## config.mk

```make
export PLATFORM = sky130hd
export DESIGN_NAME = cpg_alu
export DESIGN_NICKNAME = d
export VERILOG_FILES = /design/src/rtl/core/conservative_pstate_governor_macros.svh /design/src/rtl/core/cpg_pkg.sv /design/src/rtl/core/cpg_alu.sv
export SDC_FILE = /design/constraint.sdc
export NUM_CORES = 1
export LEC_CHECK = 0
export ABC_AREA = 1
export ABC_CLOCK_PERIOD_IN_PS = 4550
export BUFFER_PORTS_ARGS = -buffer_cell sky130_fd_sc_hd__buf_2
export CORE_MARGIN = 3
export CORE_UTILIZATION = 39
export DETAILED_ROUTE_END_ITERATION = 6
export GPL_TIMING_DRIVEN = 0
export PLACE_DENSITY = 0.69
export SLEW_MARGIN = 20
export SYNTH_ARGS = -nofsm -noshare
export SYNTH_HDL_FRONTEND = slang
export SYNTH_SLANG_ARGS = --single-unit
```

## constraint.sdc

```tcl
create_clock -name vclk -period 4.55
set_clock_uncertainty 0.15 [all_clocks]
set_input_delay 0.2275 -clock vclk [all_inputs]
set_output_delay 0.2275 -clock vclk [all_outputs]
set_load 0.02 [all_outputs]
```

## src/rtl/core/conservative_pstate_governor_macros.svh

```systemverilog
// ----------------------------------------------------------------------------
// Assertion macros for the conservative P-state governor
// Concurrent assertion wrappers; define ASSERT_OFF to compile them out.
// ----------------------------------------------------------------------------
`ifndef CONSERVATIVE_PSTATE_GOVERNOR_MACROS_SVH
`define CONSERVATIVE_PSTATE_GOVERNOR_MACROS_SVH

`ifndef ASSERT_OFF
// Assert a property on a given clock, disabled while the given reset is low
`define CPG_ASSERT_CLK(lbl, clk, rstn, prop, msg) \
    lbl: assert property (@(posedge clk) disable iff (!(rstn)) (prop)) else $error(msg);
// Assert a property on the block clock and reset
`define CPG_ASSERT(lbl, prop, msg) \
    `CPG_ASSERT_CLK(lbl, aclk, aresetn, prop, msg)
`else
`define CPG_ASSERT_CLK(lbl, clk, rstn, prop, msg)
`define CPG_ASSERT(lbl, prop, msg)
`endif

`endif

```

## src/rtl/core/cpg_pkg.sv

```systemverilog
// ----------------------------------------------------------------------------
// cpg_pkg
// Shared types and constants of the conservative P-state governor.
// ----------------------------------------------------------------------------
`timescale 1ns / 1ps
`default_nettype none

package cpg_pkg;

    // Sizing
    localparam int NUM_CPUS    = 64;
    localparam int CPU_AW      = 6;
    localparam int MAX_PSTATES = 16;
    localparam int PSTATE_LIM  = (MAX_PSTATES < 16) ? MAX_PSTATES : 16;

    // Width of the shared adder: holds 100 times a 64-bit delta
    localparam int ALU_W = 72;

    // floor(p / 100) for p below 2048 as (p * 1311) >> 17
    localparam int RECIP_100 = 1311;
    localparam int RECIP_SH  = 17;

    localparam logic [6:0] LOAD_FULL = 7'd100;

    // Register map, word index
    typedef enum logic [2:0] {
        REG_ENABLE      = 3'd0,
        REG_UP_THRESH   = 3'd1,
        REG_DOWN_THRESH = 3'd2,
        REG_STEP_PCT    = 3'd3,
        REG_MIN_INTERVAL = 3'd4,
        REG_STATE_COUNT = 3'd5
    } cpg_reg_t;

    typedef enum logic {
        ALU_ADD = 1'b0,
        ALU_SUB = 1'b1
    } cpg_alu_op_t;

    // Per-CPU governor state row
    typedef struct packed {
        logic [63:0] base_mperf;
        logic [63:0] base_aperf;
        logic [63:0] last_raise;
        logic [63:0] last_lower;
        logic [1:0]  low_cnt;
    } cpg_row_t;

endpackage

`default_nettype wire

```

## src/rtl/core/cpg_alu.sv

```systemverilog
// ----------------------------------------------------------------------------
// cpg_alu
// Shared add/subtract unit; carry out on subtract means a >= b.
// ----------------------------------------------------------------------------
`timescale 1ns / 1ps
`default_nettype none

module cpg_alu import cpg_pkg::*; (
    input  logic [ALU_W-1:0] op_a,
    input  logic [ALU_W-1:0] op_b,
    input  cpg_alu_op_t      op,
    output logic [ALU_W-1:0] sum,
    output logic             carry
);

    logic [ALU_W:0]   full;
    logic [ALU_W-1:0] b_eff;
    logic             cin;

    // Two's complement subtract as add of inverted operand plus one
    assign cin   = (op == ALU_SUB);
    assign b_eff = cin ? ~op_b : op_b;
    assign full  = {1'b0, op_a} + {1'b0, b_eff} + {{ALU_W{1'b0}}, cin};
    assign sum   = full[ALU_W-1:0];
    assign carry = full[ALU_W];

endmodule

`default_nettype wire

```

## Yosys cells after proc, flatten, opt, wreduce, memory -nomap -nowiden

Cells that the tools add are included.

| operators by class | value |
|---|---|
| add/sub/neg operators | 2 |
| multiply operators | 0 |
| div/mod/pow operators | 0 |
| order comparisons | 0 |
| equal/unequal tests | 0 |
| shift operators | 0 |
| muxes and demuxes | 1 |
| bitwise operators | 1 |
| reductions and logical operators | 0 |

Operators with widths:

| kind | count |
|---|---|
| $add 72x72->73 | 1 |
| $add 73x1->73 | 1 |
| $mux 72 | 1 |
| $not 72->72 | 1 |

| word-level totals | value |
|---|---|
| flip-flop bits (word level) | 0 |
| latch bits | 0 |
| memory bits (writable) | 0 |
| bits in read-only memories | 0 |
| word-level logic and storage cells | 4 |
| memories | 0 |

## Logic depth before layout (Yosys ltp)

Gate-level depths: netlist of run 1.

| depth | value |
|---|---|
| depth after elaboration | 4 |
| depth in mapped cells | 18 |
| depth with buffers taken out | 18 |

## Least setup slack after synthesis of run 1

Ideal clock, no wire load.

| timing path | value |
|---|---|
| path kind | input to output |
| start point | input port op |
| end point | output port sum[40] |
| data arrival time | 2.197 ns |
| required time | 4.173 ns |
| setup slack | 1.975 ns |
| stages on the path | 13 |
| path through | buf_4 -> buf_2 -> xor2_1 -> ha_1 -> nand2_1 -> nor2_1 -> inv_1 -> o21bai_1 -> nand2_1 -> nand3_1 -> nand2_1 -> nand2_1 -> xor2_1 |

| between the ends | value |
|---|---|
| cells in the longest elaborated chain, start to end | 3 |

Ends and longest elaborated chain:

| element | RTL line | source |
|---|---|---|
| start, declared | cpg_alu.sv:11 | `input cpg_alu_op_t op,` |
| $mux 72 | cpg_alu.sv:22 | `assign b_eff = cin ? ~op_b : op_b;` |
| $add 72x72->73 | cpg_alu.sv:23 | `assign full = {1'b0, op_a} + {1'b0, b_eff} + {{ALU_W{1'b0}}, cin};` |
| $add 73x1->73 (*) | cpg_alu.sv:23 |  |
| end, declared | cpg_alu.sv:12 | `output logic [ALU_W-1:0] sum,` |

Every way passes the cells marked *; elsewhere a longest branch is shown, timed or not.

## Final worst setup path of run 1

| timing path | value |
|---|---|
| start point | input port op |
| end point | output port sum[67] |

Same word-level chain as after synthesis.

==> results summary, run 1 <==
The flow ran to the end, and the final reports show no timing, DRC or antenna violations. The stage delay of the slowest cell on the critical path came out at 0.40 ns. The via count of the first global-routing pass came out at between 8,000 and 9,000. The filler cell count in the final layout came out at 1,971. The number of port buffers is about 220. The area of the core is around 17,000 um2. The total negative setup slack is 0 ns. The total iterations of the first detailed-routing run is 6. The number of nets handed over by synthesis was about 1,600.

The post-CTS setup buffer count is 0. The area growth from synthesis to layout is 20.0%. In this run, distinct cell masters in the synthesized netlist total 22. The via count normalized by instance count is 4.78. The time the worst path needs with I/O delays and setup came out at about 3.3 ns. The arrival time of data at the critical path endpoint is just under 3 ns. sky130_fd_sc_hd__nand2_1 is the most common cell in the netlist. At the end of the flow, the number of nets in the layout was ~1,800. Cells with a size suffix above 1 make up between 10% and 20% of the layout. Setup repair after global routing left no endpoint under its margin.

The largest net degree at the start of global routing came out at 11. The die outline height is between 100 and 150 um. The routed length per placed instance came out at 14.5 um. The number of clock buffers in the layout is 0. The maximum resistive drop on vdd came out at around 150 uV. The detailed-placement wirelength estimate came out at roughly 24,000 um. STA classifies the critical path startpoint as an input pin. The final critical path takes up 73.4% of the cycle. The placer's final routability congestion estimate is 0.987. The utilization of the core after routing is between 40 and 50%. The count of antenna diodes in the layout came out at 0.

STA classifies the critical path endpoint as an output pin. The number of placement rows came out at 47. Gates resized during post-CTS repair numbered 0. The critical path goes through buf_4 -> buf_2 -> xor2_1 -> ha_1 -> nand2_1 -> nor2_1 -> nand2_1 -> nor2_1 -> nand2_1 -> nand3_2 -> nand2_1 -> nand2_1 -> nand2_1 -> nand2_1 -> nand2_1 -> nand2_1 -> buf_2. The count of max-cap constraint violations came out at 0. The number of top-level pins is around 220. The number of standard cells after synthesis came out at between 1,000 and 1,500. The first-pass GRT wire length is approximately 40,000 um.

By area the synthesized netlist is led by sky130_fd_sc_hd__nand2_1 30%, sky130_fd_sc_hd__inv_1 16%, sky130_fd_sc_hd__xor2_1 14%, sky130_fd_sc_hd__ha_1 13%, sky130_fd_sc_hd__nor2_1 7.0%. The commonest cells after synthesis are 543 x sky130_fd_sc_hd__nand2_1, 299 x sky130_fd_sc_hd__inv_1, 127 x sky130_fd_sc_hd__nor2_1, 105 x sky130_fd_sc_hd__xor2_1, 82 x sky130_fd_sc_hd__a21oi_1. For this run, the top clock speed supported by timing is around 300 MHz. The final layout contains a sequential cell count of 0. Global routing finished with a remaining overflow of 0. The worst setup path is of the input pin to output pin kind.

Measured against its own limit, the worst slew margin works out to around two thirds. A synthesized cell averages ~4.9 um2. Summing all multi-input logic gate instances after layout gives between 5000 and 6000 um2. The initial standard-cell utilization of the core came out at between 40% and 50%.

The total wirelength of the detailed-routed design is about 27,000 um. The hold violation count in the final report came out at 0. Data on the critical path is required at its endpoint by approximately 4.2 ns. The cell that appears most often on the critical path is sky130_fd_sc_hd__nand2_1.

The count of warnings emitted by yosys came out at 0. The total via count in the routed design is 8,732. The hold buffer count at CTS is 0. The initial antenna violation count came out at 0. The final setup violation count came out at 0. In this run, the number of DRC markers left after iteration 0 of detailed routing was 534. The analysis attributes to cell leakage a power of 5.16 nW. The post-synthesis sequential area ratio is 0%. The cell area after synthesis is about 6800 um2. The top cell type's share of synthesized area came out at 30.0%. The sequential standard cell area is 0 um2. The number of antenna-violating nets in the routed design came out at 0. The die extent in x came out at 138 um. The all-layer global routing usage is 26.0%. The min-delay analysis places its worst path in the category input pin to output pin.

The number of max-slew violations in the final report came to 0. The floorplan step defined a die boundary enclosing around 19,000 um2. For this run, design rule violations remaining after detail routing come to 0. On the critical path, the stage with the largest delay is an instance of sky130_fd_sc_hd__buf_2.

The largest area contributor in the synthesized netlist is sky130_fd_sc_hd__nand2_1. For the pin with the worst max-slew slack, the measured transition is ~0.5 ns. The cell area power density is about 230 nW/um2.

Of all nets on the critical path, the largest fanout is 10.
layout by cell type, fill, tap and decap left out, types with 12 or more instances in the layout:
master                    count
sky130_fd_sc_hd__nand2_1    543
sky130_fd_sc_hd__nor2_1     127
sky130_fd_sc_hd__buf_2      224
sky130_fd_sc_hd__xor2_1     105
sky130_fd_sc_hd__a21oi_1     82
sky130_fd_sc_hd__ha_1        72
sky130_fd_sc_hd__nand3_1     49
sky130_fd_sc_hd__inv_1      299
sky130_fd_sc_hd__nand2_2     12
sky130_fd_sc_hd__nor3_1      23
sky130_fd_sc_hd__o21ai_0     32
kinds of logic (layout without fill, tap and decap cells):
family	after synthesis	after routing	share of synthesized area, %
and+or+nand+nor	767	767	44.9
buffers and inverters	307	524	17.1
AOI/OAI and AO/OA	131	131	10.2
xor gates and xnor gates	111	111	14.3
adders and majority gates	73	73	13.5
critical path: cells and delay by family:
family        cells  cell delay, ns
simple gates     12            1.48
buf+inv           3            0.73
fa+ha+maj         1            0.37
xor+xnor          1            0.14
path summary, 6_finish.rpt:
| check | cells past startpoint | slack [ns] | to | from |
|---|---|---|---|---|
| max | 17 | 1.21 | sum[67] | op |
| min | 3 | 0.61 | sum[0] | op_a[0] |
stage by stage:
step	power (mW)	hold WS, ns	std cells	worst slack (ns)	instance area, um2
after global placement	1.82	0.603	1826	1.27	8170
after CTS	1.83	0.611	1826	1.23	8170
after floorplan	1.22	0.429	1389	1.98	6810
after detailed placement	1.82	0.610	1826	1.24	8170
after global routing	2.02	0.628	1826	1.02	8170
final	1.84	0.606	1826	1.21	8170
where the power goes:
group	internal (mW)	total, mW	switching, mW	leakage [nW]
Sequential	0	0	0	0
Clock	0	0	0	0
Combinational	0.594	1.84	1.24	5.16
Total	0.594	1.84	1.24	5.16
per-layer routing:
layer	routed length [um]	part of all wire (%)	global-route usage (%)
met2	12100	46	45.1
met3	1370	5.2	1.38
met4	694	2.6	5.77
met5	0	0	0
met1	12400	47	35.6
cell type report:
type	count	share of cell area (%)
Timing Repair Buffer	217	13.3
Inverter	299	13.7
Buffer	8	0.521
Multi-Input combinational cell	1082	69.1
Tap cell	220	3.37
(Power assumes the default switching activity.)
==> run 2, diff against run 1 <==
--- a/config.mk
+++ b/config.mk
@@ -6,13 +6,13 @@
 export NUM_CORES = 1
 export LEC_CHECK = 0
 export ABC_AREA = 1
-export ABC_CLOCK_PERIOD_IN_PS = 4550
+export ABC_CLOCK_PERIOD_IN_PS = 2750
 export BUFFER_PORTS_ARGS = -buffer_cell sky130_fd_sc_hd__buf_2
 export CORE_MARGIN = 3
 export CORE_UTILIZATION = 39
 export DETAILED_ROUTE_END_ITERATION = 6
 export GPL_TIMING_DRIVEN = 0
-export PLACE_DENSITY = 0.69
+export PLACE_DENSITY = 0.71
 export SLEW_MARGIN = 20
 export SYNTH_ARGS = -nofsm -noshare
 export SYNTH_HDL_FRONTEND = slang
==> constraint.sdc (replaced) <==
create_clock -name vclk -period 2.75
set_clock_uncertainty 0.15 [all_clocks]
set_input_delay 0.1375 -clock vclk [all_inputs]
set_output_delay 0.1375 -clock vclk [all_outputs]
set_load 0.02 [all_outputs]
==> results summary, run 2 (synthesized netlist as in run 1, its figures left out) <==
The count of max-cap constraint violations came out at 0. The die extent in x came out at 138 um. The utilization of the core after routing came out at 53.2%. The all-layer global routing usage came out at 25.0%. The transition time at the pin with the least slew margin came out at 0.389 ns. The cell-internal power is approximately 1.2 mW. The worst setup path category is input pin to output pin. For hold timing, the worst endpoint is sum[0]. The number of flip-flops and latches came out at 0. The number of max-slew violations in the final report is 0. The number of top-level pins is ~220.

The first-pass GRT wire length came out at approximately 40,000 um. The hold violation count in the final report came to 0. The largest net degree at the start of global routing came out at 11. Measured along the y axis, the die boundary spans about 140 um. The flow ran to the end, and the final reports show no timing, DRC or antenna violations. On the critical path the largest part of the delay comes from simple AND/OR/NAND/NOR gates. The initial DRC count came out at 609.

The area of the core is 16,800 um2. The layout overhead on the synthesized area came out at 31.4%. Setup slack on the critical path of the routed design comes to between 0.06 and 0.07 ns.

Combinational logic burns 100.0% of the power. In this run, placement finished with an instance count of approximately 1,800. Registers take 0 um2. The hold buffer count at CTS is 0. Setup violations remaining at the end of the flow were counted as 0.

The total wirelength of the detailed-routed design is approximately 26,000 um. The worst-case setup slack after placement came out at -0.316 ns. On the critical path, the stage with the largest delay is an instance of sky130_fd_sc_hd__ha_1. The share of post-route cells with drive strength above 1 came out at 24.7%.

The worst-path maximum fanout is 10. The worst setup path is launched from an input pin. The top cell types in the final layout, fill and taps aside, are 504 x sky130_fd_sc_hd__nand2_1, 296 x sky130_fd_sc_hd__inv_1, 204 x sky130_fd_sc_hd__buf_2. For this run, design rule violations remaining after detail routing come to 0. Excluding fillers, the count of instances in the completed layout stands at between 1,500 and 2,000. The routed length per placed instance came out at between 10 and 15 um. The commonest non-fill, non-tap cell in the layout is sky130_fd_sc_hd__nand2_1.

The number of antenna-violating nets in the routed design is 0. For this block, the via count after detailed routing is 8,937. The initial antenna violation count came out at 0. The remaining max-slew budget at the tightest pin came out at about three quarters. The stage delay of the slowest cell on the critical path is roughly 0.38 ns.

For this configuration, the core starts out at a cell density of about two fifths. The congestion estimate from routability-driven global placement came to roughly 0.97. The start point of the worst hold path is op_a[0]. The via count of the first global-routing pass came out at slightly above 8,000. Of the total power, the share spent switching nets is around two thirds. In this run the tool buffered the top-level ports with ~220 buffer cells. Of the available clock period, the critical path in the final layout requires 97.5%. The wire-length estimate of the detail-placed layout is around 23,000 um. The maximum resistive drop on vdd is 236 uV. Setup repair after global routing could not meet its margin everywhere. The count of antenna diodes in the layout is 0. Summed over all layers, the global routing overflow is 0. The worst setup path is captured at an output pin. At the worst endpoint, the required time is roughly 2.5 ns. The class of the most critical hold timing path is input pin to output pin.

The arrival time of data at the critical path endpoint came out at ~2.4 ns. The number of placement rows is 47. In the routed layout, each cell is associated on average with a via count of ~4.8.

Counting instances, the worst hold path has a depth of 3. The critical path goes through buf_8 -> buf_12 -> xor2_1 -> ha_1 -> nand2_2 -> inv_1 -> nand2_1 -> nand2_1 -> a21oi_1 -> nand3_4 -> nand2_1 -> nand2_2 -> nand2_1 -> nand3_1 -> nand2_1 -> buf_2. In the final design database the tool counted 1,848 nets. The cell area power density is 373 nW/um2. The time the worst path needs with I/O delays and setup is 2.68 ns.

The reported net switching power came out at around 2.2 mW. The static leakage came out at roughly 5.3 nW. The highest achievable clock rate came out at 373 MHz. The clock network fraction of total power came out at 0%. The critical path contains buffers and inverters numbering 4 combined. The pre-antenna-repair detailed-routing pass consisted of 5 iterations. The sequential power share is 0%. Counting the clock-network buffers in the layout gives 0.

The total negative setup slack came out at 0 ns. The full die area is 19,100 um2. Among the stages of the critical path, the cell type that occurs most often is sky130_fd_sc_hd__nand2_1.
[run 2: metrics by stage]
step	hold WS, ns	cell area [um2]	total power [mW]
2_1_floorplan	0.249	6810	2.02
3_3_place_gp	0.424	8170	2.98
3_5_place_dp	0.433	8170	2.99
4_1_cts	0.434	8320	3.06
5_1_grt	0.450	8940	3.64
6_report	0.431	8940	3.34
[run 2: area by class of cell]
| cell class | instances | area (um2) |
|---|---|---|
| Buffer | 8 | 128 |
| Fill cell | 1863 | 7880 |
| Inverter | 299 | 1120 |
| Multi-Input combinational cell | 1082 | 6130 |
| Tap cell | 220 | 275 |
| Timing Repair Buffer | 239 | 1280 |
[run 2: worst max path at each step]
stage / start / endpoint / slack, ns / depth (start not counted)
finish: op / sum[61] / 0.07 / 16
global route: op / sum[61] / -0.10 / 16
CTS: op / sum[71] / -0.04 / 17
detailed placement: op / sum[71] / -0.32 / 17
global placement: op / sum[67] / -0.29 / 17
floorplan: op / sum[40] / 0.36 / 13
[run 2: repair_timing]
action,CTS,global route
pin swaps,9,32
gates cloned,0,0
resized for setup,39,153
setup endpoints to repair,49,49
buffers inserted,4,18
[run 2: power by group through the flow]
| stage | clock (mW) | combinational, mW | sequential (mW) |
|---|---|---|---|
| floorplan | 0 | 2.02 | 0 |
| global placement | 0 | 2.98 | 0 |
| detailed placement | 0 | 2.99 | 0 |
| CTS | 0 | 3.06 | 0 |
| global route | 0 | 3.64 | 0 |
| finish | 0 | 3.34 | 0 |
[run 2: layer usage]
layer	wire length, um	track usage, %	vias up
met5	0	0	-
met4	306	3.59	0
met3	1590	1.59	22
met2	12600	45.0	301
met1	11600	33.6	3958
li1	-	-	4656
==> run 3, diff against run 2 <==
--- a/config.mk
+++ b/config.mk
@@ -9,10 +9,10 @@
 export ABC_CLOCK_PERIOD_IN_PS = 2750
 export BUFFER_PORTS_ARGS = -buffer_cell sky130_fd_sc_hd__buf_2
 export CORE_MARGIN = 3
-export CORE_UTILIZATION = 39
+export CORE_UTILIZATION = 49
 export DETAILED_ROUTE_END_ITERATION = 6
 export GPL_TIMING_DRIVEN = 0
-export PLACE_DENSITY = 0.71
+export PLACE_DENSITY = 0.85
 export SLEW_MARGIN = 20
 export SYNTH_ARGS = -nofsm -noshare
 export SYNTH_HDL_FRONTEND = slang
==> results summary, run 3 (synthesized netlist as in run 1, its figures left out) <==
The run finished with clean final reports. The path class of the tightest hold or removal check is input pin to output pin. The critical path contains buffers and inverters numbering 3 combined. Port buffering added roughly 220 buffers. In this run the power density over the cells is between 300 and 400 nW/um2. The total via count in the routed design is 9,099. The worst-path maximum fanout came out at 10.

The area of the core came out at 13,400 um2. The remaining max-slew budget at the tightest pin is about three quarters. The hold violation count in the final report was 0. The die extent in x is about 120 um. The initial standard-cell utilization of the core is 50.8%. The combinational power share came out at between 90% and 100%. The highest achievable clock rate came out at 369 MHz. The most numerous cell type found on the critical path is sky130_fd_sc_hd__nand2_1. The initial DRC count came out at between 900 and 1,000. The clock network fraction of total power is 0%. The slowest stage of the critical path belongs to the cell sky130_fd_sc_hd__ha_1.

The congestion estimate from routability-driven global placement came to a little under 1. The first detailed-routing pass took 6 iterations. In this run the count of I/O pins placed on the die edge is 218. In the global route stage, overall resource usage came out at a little under a third. Per report_power, the sequential group accounts for 0% of the total.

The number of max-slew violations in the final report is 0. In the final routed layout, each cell accounts on average for between 10 and 15 um. The maximum resistive drop on vdd came out at around 200 uV. The remaining design rule violation count came out at 0. The net count of the finished layout is approximately 1,800. Measured on the finished design, the core utilization comes to between 60% and 70%. In the final layout, flip-flops and latches occupy 0 um2. The stage delay of the slowest cell on the critical path came out at 0.39 ns. The die outline height is 124 um. The clock period could shrink to 2.71 ns.

The number of antenna-violating nets in the routed design is 0. The total negative setup slack is 0 ns. The count of antenna diodes in the layout came out at 0. The floorplan step defined a die boundary enclosing approximately 15,000 um2.

Row generation in the floorplan step produced 42 rows. Buffers inserted to repair hold after CTS numbered 0. Walking the worst path, the cells encountered are buf_8 -> buf_12 -> xor2_1 -> ha_1 -> nand2_2 -> nor2_4 -> nand3_1 -> nand3_4 -> nand2_1 -> nand2_2 -> nand2_1 -> nand2_2 -> nand2_1 -> nand2_1 -> nand2_1 -> nand2_1 -> buf_4. The total wirelength of the detailed-routed design came out at roughly 26,000 um. The initial antenna violation count came to 0. Detailed placement ended at an HPWL of ~23,000 um. Setup repair after global routing could not meet its margin everywhere. The required time reported for the critical path endpoint is between 2 and 2.5 ns. Setup violations remaining at the end of the flow were counted as 0. Prior to clock tree synthesis, the placed netlist has a worst setup slack of -0.292 ns. The arrival time of data at the critical path endpoint is between 2 and 2.5 ns. The number of gates on the worst path with buffers counted came out at 17. The remaining global-route overflow came out at 0.

The via count of the first global-routing pass came to 7,854. STA classifies the critical path startpoint as an input pin. The family of cells with the greatest summed delay on the critical path is simple AND/OR/NAND/NOR gates.

In this run the most critical hold path is launched from op_a[0]. Entering global routing, the biggest net connects 11 pins. The critical path in this run is classified as input pin to output pin. The transition time at the pin with the least slew margin came out at 0.368 ns. The cell-internal power is roughly 1.2 mW. Across the run, the number of max-cap violations was 0. The smallest setup slack after layout is 0.0410 ns. The switching share of power is approximately 65%.

The first global-routing pass estimated about 38,000 um of wire. The most critical setup path has its startpoint at op. In the routed layout, each cell is associated on average with a via count of between 5 and 6. The share of post-route cells with drive strength above 1 is 24.3%. Leaving out fill and tap cells, the most frequent cell in the layout is sky130_fd_sc_hd__nand2_1. The static leakage is about 5.3 nW. The number of flip-flops and latches is 0. The worst setup path is captured at an output pin.

The reported net switching power came out at 2.18 mW. In the finished design, the share of the clock period the worst path needs comes to about 99%. After layout, the clock buffer instance count stands at 0. Following the worst setup path forward leads to its endpoint at sum[65]. The layout overhead on the synthesized area is 30.7%. Leaving out fill and tap cells, the most frequent cells in the layout are 512 x sky130_fd_sc_hd__nand2_1, 296 x sky130_fd_sc_hd__inv_1, 207 x sky130_fd_sc_hd__buf_2. Hold timing on the final database bottoms out at a slack of roughly 0.43 ns.
## run 3: worst min path at each step
stage,end,slack [ns],depth (start not counted)
2_1_floorplan,sum[0],0.25,1
3_3_place_gp,sum[0],0.43,3
3_5_place_dp,sum[0],0.43,3
4_1_cts,sum[0],0.43,3
5_1_grt,sum[0],0.45,3
6_report,sum[0],0.43,3
## run 3: what timing repair did
action                     4_1_cts  5_1_grt
buffers inserted                 1       20
pin swaps                        3       37
cloned                           0        0
gates resized for setup         32      154
setup endpoints to repair       48       48
## run 3: through the flow
| stage | area (um2) | cells | total power [mW] |
|---|---|---|---|
| after floorplan | 6810 | 1389 | 2.02 |
| after global placement | 8110 | 1782 | 2.96 |
| after detailed placement | 8110 | 1782 | 2.98 |
| after CTS | 8230 | 1783 | 3.03 |
| after global routing | 8900 | 1803 | 3.63 |
| final | 8900 | 1803 | 3.34 |
## run 3: layout make-up
type                            count  area [um2]
Tap cell                          176         220
Timing Repair Buffer              238        1270
Fill cell                        1348        4500
Inverter                          299        1120
Buffer                              8         124
Multi-Input combinational cell   1082        6160
## run 3: routing by layer
metal,track usage [%],share of wire (%),up-vias
met2,52.9,47,378
met5,0,0,-
met3,1.63,7.2,40
met1,43.0,44,4012
li1,-,-,4669
met4,7.68,2.5,0
## run 3: power groups by stage
stage | combinational, mW | sequential (mW) | clock (mW)
CTS | 3.03 | 0 | 0
detailed placement | 2.98 | 0 | 0
finish | 3.34 | 0 | 0
global placement | 2.96 | 0 | 0
global route | 3.63 | 0 | 0
floorplan | 2.02 | 0 | 0
